## src/design/ffsb_pkg.sv

```systemverilog
// ----------------------------------------------------------------------------
// ffsb_pkg
// Shared constants for the first-fit slot booking block: default sizes and
// the fixed widths of the request and response fields.
// ----------------------------------------------------------------------------
`default_nettype none

package ffsb_pkg;

   localparam int NUM_VEHICLES_DEF = 16;
   localparam int NUM_SLOTS_DEF    = 24;

   localparam int HOUR_W  = 5;   // start_hour / end_hour
   localparam int VIDX_W  = 4;   // vehicle_index
   localparam int INUSE_W = 5;   // vehicles_in_use

   // Width used to compare an hour against a slot position (slots up to 128).
   localparam int CMP_W   = 7;

endpackage : ffsb_pkg

`default_nettype wire

```

## src/design/ffsb_ram.sv

```systemverilog
// ----------------------------------------------------------------------------
// ffsb_ram
// Generic single-port-write, single-port-read RAM with a registered read.
// ----------------------------------------------------------------------------
`default_nettype none

module ffsb_ram #(
   parameter int WIDTH = 24,
   parameter int DEPTH = 16,
   localparam int AW = (DEPTH > 1) ? $clog2(DEPTH) : 1
) (
   input  wire logic             clock,
   input  wire logic             wr_en,
   input  wire logic [AW-1:0]    wr_addr,
   input  wire logic [WIDTH-1:0] wr_data,
   input  wire logic             rd_en,
   input  wire logic [AW-1:0]    rd_addr,
   output logic      [WIDTH-1:0] rd_data
);

   logic [WIDTH-1:0] mem [DEPTH];

   always_ff @(posedge clock) begin
      if (wr_en) begin
         mem[wr_addr] <= wr_data;
      end
      if (rd_en) begin
         rd_data <= mem[rd_addr];
      end
   end

endmodule : ffsb_ram

`default_nettype wire

```

## src/design/first_fit_slot_booking.sv

```systemverilog
// An empty booking range answers straight from idle, without a scan; otherwise the
// vehicles are read in order from vehicle 0 and the booking answers on the first
// vehicle that fits, or after the last vehicle is checked when it fits nowhere.
// Throughput: one request at a time, set by the scan of one vehicle bitmap per
// cycle through the single read port; the next request can be taken in the cycle after the response.
// Reset (synchronous): all vehicles read as free at once, count returns to zero.
// ----------------------------------------------------------------------------
// first_fit_slot_booking
// Finds the first vehicle whose requested hour slots are all free, marks them
// busy and reports the vehicle and the number of vehicles in use, or that none fits.
// ----------------------------------------------------------------------------
`default_nettype none

module first_fit_slot_booking
   import ffsb_pkg::*;
#(
   parameter int NUM_VEHICLES = NUM_VEHICLES_DEF,
   parameter int NUM_SLOTS    = NUM_SLOTS_DEF
) (
   input  wire logic               clock,
   input  wire logic               reset,

   input  wire logic               req_valid,
   output logic                    req_ready,
   input  wire logic [HOUR_W-1:0]  req_start_hour,
   input  wire logic [HOUR_W-1:0]  req_end_hour,

   output logic                    rsp_valid,
   input  wire logic               rsp_ready,
   output logic                    rsp_placed,
   output logic [VIDX_W-1:0]       rsp_vehicle_index,
   output logic [INUSE_W-1:0]      rsp_vehicles_in_use
);

   localparam int VW = (NUM_VEHICLES > 1) ? $clog2(NUM_VEHICLES) : 1;
   localparam int CW = $clog2(NUM_VEHICLES + 1);
   localparam logic [VW-1:0] LAST_VEH = VW'(NUM_VEHICLES - 1);

   typedef enum logic [1:0] {
      ST_IDLE,
      ST_SCAN,
      ST_RESP
   } state_type;

   state_type              state_ff, state_in;
   logic [NUM_SLOTS-1:0]   mask_ff, mask_in;
   logic [VW-1:0]          scan_addr_ff, scan_addr_in;
   logic                   issue_ff, issue_in;
   logic                   chk_ff, chk_in;
   logic [VW-1:0]          chk_idx_ff, chk_idx_in;
   logic [NUM_VEHICLES-1:0] valid_ff, valid_in;
   logic [CW-1:0]          count_ff, count_in;
   logic                   placed_ff, placed_in;
   logic [VW-1:0]          vidx_ff, vidx_in;

   logic [NUM_SLOTS-1:0]   req_mask;
   logic [CMP_W-1:0]       start_ext;
   logic [CMP_W-1:0]       end_ext;
   logic [NUM_SLOTS-1:0]   rd_data;
   logic [NUM_SLOTS-1:0]   chk_entry;
   logic                   wr_en;
   logic                   rd_en;
   logic [VW+VIDX_W-1:0]   vidx_wide;
   logic [CW+INUSE_W-1:0]  count_wide;

   // Slots past the day never enter the mask, which clamps end_hour.
   assign start_ext = CMP_W'(req_start_hour);
   assign end_ext   = CMP_W'(req_end_hour);

   always_comb begin
      for (int i = 0; i < NUM_SLOTS; i++) begin
         req_mask[i] = (start_ext <= CMP_W'(i)) && (CMP_W'(i) < end_ext);
      end
   end

   ffsb_ram #(
      .WIDTH (NUM_SLOTS),
      .DEPTH (NUM_VEHICLES)
   ) u_map_ram (
      .clock   (clock),
      .wr_en   (wr_en),
      .wr_addr (chk_idx_ff),
      .wr_data (chk_entry | mask_ff),
      .rd_en   (rd_en),
      .rd_addr (scan_addr_ff),
      .rd_data (rd_data)
   );

   // An entry never written since reset is a free vehicle.
   assign chk_entry = valid_ff[chk_idx_ff] ? rd_data : '0;
   assign rd_en     = (state_ff == ST_SCAN) && issue_ff;
   assign wr_en     = (state_ff == ST_SCAN) && chk_ff && ((chk_entry & mask_ff) == '0);

   always_comb begin
      state_in     = state_ff;
      mask_in      = mask_ff;
      scan_addr_in = scan_addr_ff;
      issue_in     = issue_ff;
      chk_in       = chk_ff;
      chk_idx_in   = chk_idx_ff;
      valid_in     = valid_ff;
      count_in     = count_ff;
      placed_in    = placed_ff;
      vidx_in      = vidx_ff;

      unique case (state_ff)
         ST_IDLE: begin
            if (req_valid) begin
               mask_in      = req_mask;
               scan_addr_in = '0;
               chk_in       = 1'b0;
               if (req_mask == '0) begin
                  // empty range: lands on vehicle 0, nothing changes
                  placed_in = 1'b1;
                  vidx_in   = '0;
                  issue_in  = 1'b0;
                  state_in  = ST_RESP;
               end else begin
                  issue_in  = 1'b1;
                  state_in  = ST_SCAN;
               end
            end
         end
         ST_SCAN: begin
            // advance read address while checking the previous read
            chk_in     = issue_ff;
            chk_idx_in = scan_addr_ff;
            if (issue_ff) begin
               if (scan_addr_ff == LAST_VEH) begin
                  issue_in = 1'b0;
               end else begin
                  scan_addr_in = scan_addr_ff + VW'(1);
               end
            end
            if (chk_ff) begin
               if (wr_en) begin
                  valid_in[chk_idx_ff] = 1'b1;
                  placed_in = 1'b1;
                  vidx_in   = chk_idx_ff;
                  // used vehicles form a prefix: a hit on the first free one grows it
                  if (CW'(chk_idx_ff) == count_ff) begin
                     count_in = count_ff + CW'(1);
                  end
                  issue_in = 1'b0;
                  chk_in   = 1'b0;
                  state_in = ST_RESP;
               end else if (chk_idx_ff == LAST_VEH) begin
                  placed_in = 1'b0;
                  vidx_in   = '0;
                  issue_in  = 1'b0;
                  chk_in    = 1'b0;
                  state_in  = ST_RESP;
               end
            end
         end
         ST_RESP: begin
            if (rsp_ready) begin
               state_in = ST_IDLE;
            end
         end
         default: begin
            state_in = ST_IDLE;
         end
      endcase
   end

   always_ff @(posedge clock) begin
      if (reset) begin
         state_ff <= ST_IDLE;
         issue_ff <= 1'b0;
         chk_ff   <= 1'b0;
         valid_ff <= '0;
         count_ff <= '0;
      end else begin
         state_ff <= state_in;
         issue_ff <= issue_in;
         chk_ff   <= chk_in;
         valid_ff <= valid_in;
         count_ff <= count_in;
      end
      mask_ff      <= mask_in;
      scan_addr_ff <= scan_addr_in;
      chk_idx_ff   <= chk_idx_in;
      placed_ff    <= placed_in;
      vidx_ff      <= vidx_in;
   end

   assign vidx_wide  = {{VIDX_W{1'b0}}, vidx_ff};
   assign count_wide = {{INUSE_W{1'b0}}, count_ff};

   assign req_ready           = (state_ff == ST_IDLE);
   assign rsp_valid           = (state_ff == ST_RESP);
   assign rsp_placed          = placed_ff;
   assign rsp_vehicle_index   = vidx_wide[VIDX_W-1:0];
   assign rsp_vehicles_in_use = count_wide[INUSE_W-1:0];

endmodule : first_fit_slot_booking

`default_nettype wire

```

## config.mk

```make
export PLATFORM = sky130hd
export DESIGN_NAME = first_fit_slot_booking
export DESIGN_NICKNAME = d
export VERILOG_FILES = /design/src/design/ffsb_pkg.sv /design/src/design/ffsb_ram.sv /design/src/design/first_fit_slot_booking.sv
export SDC_FILE = /design/constraint.sdc
export NUM_CORES = 1
export LEC_CHECK = 0
export BUFFER_PORTS_ARGS = -buffer_cell sky130_fd_sc_hd__buf_2
export CAP_MARGIN = 20
export CORE_AREA = 2 2 222 137
export CTS_BUF_LIST = sky130_fd_sc_hd__clkbuf_2
export CTS_CLUSTER_DIAMETER = 100
export CTS_CLUSTER_SIZE = 25
export DETAILED_ROUTE_END_ITERATION = 10
export DIE_AREA = 0 0 224 139
export PLACE_DENSITY_LB_ADDON = 0.25
export SETUP_SLACK_MARGIN = 0.4
export SLEW_MARGIN = 20
export SYNTH_ARGS = -nofsm -noshare
export SYNTH_HDL_FRONTEND = slang
export SYNTH_SLANG_ARGS = --single-unit
```

## constraint.sdc

```tcl
create_clock -name clock -period 6.4 [get_ports clock]
set_input_delay 0.64 -clock clock [delete_from_list [all_inputs] [get_ports clock]]
set_output_delay 0.64 -clock clock [all_outputs]
set_load 0.02 [all_outputs]
```

# After elaboration in Yosys (flattened, before gate mapping)
# Memories as Yosys holds them, arrays and structs flattened. A register that Yosys moved wholly into a read port is not among the register bits.
# Index checks and enable logic that the tools add are counted.
[totals]
wordCells = 160
reg_bits = 62
input_bits = 14
out_inout_bits = 12
mem_count = 1
ram_bits = 384
[op_classes]
n_reduce_logical = 39
eq_ne = 12
n_mux = 43
bitwise_logic = 3
n_addsub = 2
n_lt_le_gt_ge = 50
[memory_table]
columns = ["memory", "words", "word_bits", "read_ports", "rd_ports_with_merged_regs", "write_ports", "line_no", "rtl"]
rows = [
  ["u_map_ram.mem", 16, 24, 1, 1, 1, "ffsb_ram.sv:21", "logic [WIDTH-1:0] mem [DEPTH];"],
]
[op_table]
columns = ["operator", "n"]
rows = [
  ["$logic_not A24 Y1", 2],
  ["$le A5 B4 Y1 const B", 8],
  ["$le A5 B5 Y1 const B", 8],
  ["$lt A4 B5 Y1 const A", 8],
  ["$lt A5 B5 Y1 const A", 8],
  ["$mux W4", 8],
  ["$logic_and A1 B1 Y1", 28],
  ["$and A24 B24 Y24", 1],
  ["$mux W24", 1],
  ["$or A24 B24 Y24", 1],
  ["$le A5 B3 Y1 const B", 4],
  ["$lt A3 B5 Y1 const A", 4],
  ["$mux W1", 20],
  ["$or A16 B16 Y16", 1],
  ["$pmux W4 S2", 2],
  ["$mux W2", 6],
  ["$reduce_and A4 Y1", 3],
  ["$le A5 B1 Y1 const B", 2],
  ["$le A5 B2 Y1 const B", 2],
  ["$lt A1 B5 Y1 const A", 2],
  ["$lt A2 B5 Y1 const A", 2],
  ["$eq A4 B4 Y1 const B", 2],
  ["$ne A2 B2 Y1 const B", 4],
  ["$pmux W1 S2", 3],
  ["other kinds (17)", 19],
]

# Longest topological paths before layout
[depth]
word_depth = 9
mapped_depth = 9
mapped_depth_nobuf = 7

# By module
# From an unflattened synthesis, not the netlist that was laid out.
[hier_totals]
cells_unflattened = 1007
area_unflattened_um2 = 18728.0
[modules_own_cells]
columns = ["module", "instances", "cells_each", "area_per_inst_um2", "seq_area_each_um2"]
rows = [
  ["ffsb_ram", 1, 636, 15170.8, 12251.8],
  ["first_fit_slot_booking", 1, 371, 3557.2, 1611.5],
]

# Worst setup path before layout
# OpenSTA, ideal clock, no wires.
[synth_path]
path_type = "flip-flop to flip-flop"
startpoint = "register chk_idx_ff[0]"
endpoint = "memory u_map_ram.mem[0][0], enable pin"
stages_incl_launch_ff = 9
setup_ns = 0.466
n_path_buf = 2
period_less_slack_ns = 4.702
required_time_ns = 5.934
arrival_ns = 4.236
slack_ns = 1.698
path_cell_list = "edfxtp_1 > buf_2 > mux4_2 > mux2_2 > nor3_2 > a311oi_2 > or2_1 > buf_2 > nor4_1"
[synth_via]
elab_chain_cells = 8
[synth_lines]
columns = ["element", "line_no", "rtl"]
rows = [
  ["start, declared", "first_fit_slot_booking.sv:50", "logic [VW-1:0] chk_idx_ff, chk_idx_in;"],
  ["start signal, assigned", "first_fit_slot_booking.sv:183", "chk_idx_ff <= chk_idx_in;"],
  ["$bmux W1 S4", "first_fit_slot_booking.sv:90", "assign chk_entry = valid_ff[chk_idx_ff] ? rd_data : '0;"],
  ["$mux W1 (not written as such)", "first_fit_slot_booking.sv:90", ""],
  ["$mux W24", "first_fit_slot_booking.sv:90", ""],
  ["$and A24 B24 Y24", "first_fit_slot_booking.sv:92", "assign wr_en = (state_ff == ST_SCAN) && chk_ff && ((chk_entry & mask_ff) == '0);"],
  ["$logic_not A24 Y1", "first_fit_slot_booking.sv:92", ""],
  ["$logic_and A1 B1 Y1", "first_fit_slot_booking.sv:92", ""],
  ["$mux W1", "ffsb_ram.sv:24", "if (wr_en) begin"],
  ["$mux W1 (not written as such)", "ffsb_ram.sv:25", "mem[wr_addr] <= wr_data;"],
  ["end, declared", "ffsb_ram.sv:21", ""],
]
# Parallel ways exist; a longest one is shown, timed or not. The select of a mux whose other input is x is not followed.

# Worst setup path after layout
[layout_path]
startpoint = "register chk_idx_ff[1]"
endpoint = "memory u_map_ram.mem[6][13], enable pin"
# The elaborated chain is that of the path after synthesis.

==> results.md <==
* Status: finished clean
* Fin crit period at roughly 4.3 ns
* Hold Violations, Final at 0
* Sequential-to-total area share from yosys stat at about three quarters
* Yosys warning total at 0
* Top-area cell type share of the netlist area at 71.6%
* 1st-pass router iterations at 5
* FFs w/ async S/R, synth at 0%
* Worst vdd ir at between 0.2 and 0.25 mV
* Post-synth top area cell: edfxtp_1
* Clk sink count at 470
* Worst Path Max Fanout at 18
* Post-DR wirelength/cell at 28.5 µm
* Final net count at 958
* Final wirelength at between 30,000 and 40,000 µm
* Number of synthesized flops with an enable pin at between 400 and 500
* Worst Path Arrival at approximately 5.0 ns
* H-tree depth at 1
* Crit path cell chain: mux4_2 > mux2_2 > nor3b_2 > a311oi_2 > buf_4 > or2_1 > nor3_4 > buf_4
* Max-slew violations at 0
* Critical path's most frequent cell: buf_4
* Die width at between 200 and 250 µm
* Total global-route track usage at 25.5%
* Syn_nets at 938
* Worst reg2reg startpoint: chk_idx_ff[1]$_DFFE_PP_
* DP Area at around 19,000 µm²
* Post-synthesis register bit count at 470
* CP peak stage delay at 1.00 ns
* Largest net degree at the start of global routing at ~100
* # port buffers at 25
* Placer Congestion at 0.817
* DRC at 0
* I/O Pins at 26
* Reg2Reg Depth at 8
* Post-synthesis cell count at 922
* Worst setup EP type: flip-flop
* Post-cts resize count at 0
* CP required at between 7 and 8 ns
* RSZ-0062 raised after global routing: false
* Skew final at roughly 0.040 ns
* Total of max-cap violations at 0
* Power Density at 264 nW/µm²
* Crit path buf inv count at 2
* Total negative setup slack at 0 ns
* CP Launch Type: flip-flop
* Leakage power at 6.15 nW
* Fraction of layout cells with a size suffix above 1 at roughly a quarter
* Setup Viol. Count Final at 0
* Clock transition at path regs at about 0.42 ns
* Post-Layout Inst Area at around 20,000 µm²
* Worst-Margin Slew at ~1.1 ns
* Largest cells by area after synthesis: edfxtp_1 (72%), mux4_2 (15%), dfxtp_1 (2.7%)
* DR vias at between 9,000 and 10,000
* Hold Path Origin: req_end_hour[0]
* Cell Rows at 49
* Kind of critical path: reg -> reg
* Clk buf depth at 3
* CTS tree: done
* Total grt overflow at 0
* Initial antenna violation count at 3
* Post-DP HPWL at 22,400 µm
* Filler cell count at 1,854
* Starting Density at between 60% and 70%
* DR iter-0 viols at 1,042
* First-pass GRT wire length at roughly 58,000 µm
* Cell Area, Synth at 18,700 µm²
* Hold endpoint: mask_ff[2]$_DFFE_PP_
* WHS Path Cells at 3
* P&R area growth vs syn at 4.89%
* Post-route ant nets at 0
* Clock latency on the worst-skew pair at between 1 and 1.5 ns
* Hold Path Class: in -> reg
* R2R Path End: u_map_ram.mem[6][13]$_DFFE_PP_
* Die Y at between 100 and 150 µm
* Syn Area/Cell at 20.2 µm²
* Max_slew headroom at between 20% and 30%
* Worst path top cell family by delay: simple AND/OR/NAND/NOR gates
* Clock Tree Root: clkbuf_2
* Count of different cell masters after synthesis at 60
* Setup slack, reg-to-reg at 2.12 ns
* Number of vias per cell at ~6.8
* # Post-CTS Setup Buffers at 0
* Max frequency at 234 MHz
* Die area at 31,100 µm²
* Final period utilization at 66.8%
* Slowest stage cell, crit path: edfxtp_1
* Core area at 29,200 µm²
* Number of global-route vias before repair at around 9,000
* Top_reg_cell synth: edfxtp_1
* Total CTS buffers at 22
==> per-layer routing <==
layer / routed length (µm) / GRT usage (%)
met1: 16700 / 40.6
met4: 759 / 5.54
met2: 17200 / 37.1
met5: 0 / 0
met3: 3520 / 5.66
==> cells by family after synthesis <==
kind of cell               after synthesis  synth area share, %
DFF                                    470                 74.3
muxes                                  131                 15.4
and+or+nand+nor                        130                 3.85
AOI/OAI and AO/OA                      112                 4.49
buffers and inverters                   70                 1.54
xor gates and xnor gates                 6                0.282
adders and majority gates                3                0.188
==> state kept, by name (all words and copies together) (netlist names) <==
signal,count
u_map_ram.mem,384
mask_ff,24
u_map_ram.rd_data,24
valid_ff,16
rsp_vehicles_in_use,5
chk_idx_ff,4
rsp_vehicle_index,4
scan_addr_ff,4
state_ff,2
chk_ff,1
issue_ff,1
rsp_placed,1
==> layout by cell type (no fill, tap or decap), types with 11 or more instances in the layout <==
master      n
a21o_1     26
mux4_2    124
buf_4      21
buf_2      25
a22oi_1    12
nand2_1    23
a21oi_1    11
nor2_1     26
clkbuf_2   38
dfxtp_1    25
edfxtp_1  445
==> cells in the mapped netlist, drive strengths merged (5+ instances only) <==
cell	instances
a211oi	5
o32ai	6
o21ai	10
mux2	5
nand3	8
nor4	11
dfxtp	25
nand2	23
clkbuf	38
a21oi	11
o21a	7
buf	20
inv	10
nand4	6
and2	5
o2bb2ai	5
a21o	26
edfxtp	445
nor3	18
nand2b	7
a22oi	12
mux4	124
or2	5
nor2	26
nor2b	9
==> area by class of cell <==
type	count	area, µm²	share of cell area, %
clock inverter	1	7.51	0.0384
tap	382	478	2.44
timing repair buffer	54	383	1.96
inverter	12	45.0	0.230
multi-input combinational	382	4600	23.5
sequential	470	13900	70.8
antenna	2	5.00	0.0256
clock buffer	38	190	0.972
==> stage by stage <==
stage               cells  worst slack [ns]  hold WS [ns]  total power, mW  utilization [%]
floorplan             922              1.70         0.424             4.06                -
global placement     1294              2.23         0.444             4.24             66.0
detailed placement   1294              2.16         0.448             4.25             66.0
CTS                  1339              2.07       0.00480             5.19             66.9
global route         1341              1.94        0.0153             5.34             66.9
finish               1341              2.12        0.0794             5.16             66.9
==> worst max path at each step <==
stage                                       start  cells past startpoint                             end
after global placement    chk_idx_ff[1]$_DFFE_PP_                      8  u_map_ram.mem[4][11]$_DFFE_PP_
after CTS                 chk_idx_ff[1]$_DFFE_PP_                      8   u_map_ram.mem[4][3]$_DFFE_PP_
after global routing      chk_idx_ff[1]$_DFFE_PP_                      8  u_map_ram.mem[6][13]$_DFFE_PP_
final                     chk_idx_ff[1]$_DFFE_PP_                      8  u_map_ram.mem[6][13]$_DFFE_PP_
after floorplan           chk_idx_ff[0]$_DFFE_PP_                      8   u_map_ram.mem[0][0]$_DFFE_PP_
after detailed placement  chk_idx_ff[1]$_DFFE_PP_                      8  u_map_ram.mem[4][11]$_DFFE_PP_
==> worst reg2reg max path, cell delays in order, from the launching register on <==
cell      delay [ns]
edfxtp_1        1.00
mux4_2          0.59
mux2_2          0.31
nor3b_2         0.21
a311oi_2        0.05
buf_4           0.24
or2_1           0.56
nor3_4          0.61
buf_4           0.43
==> where the power goes <==
group	switching, mW	internal, mW	total [mW]
clock network	0.820	0.150	0.970
registers	0.0490	3.47	3.52
logic	0.375	0.295	0.670
total	1.24	3.92	5.16
==> repair_timing <==
| action | 4_1_cts | 5_1_grt |
|---|---|---|
| hold buffers | 6 | 0 |
| setup endpoints to repair | 0 | 0 |
| endpoints found under the hold margin | 14 | 0 |
(Power assumes the default switching activity.)
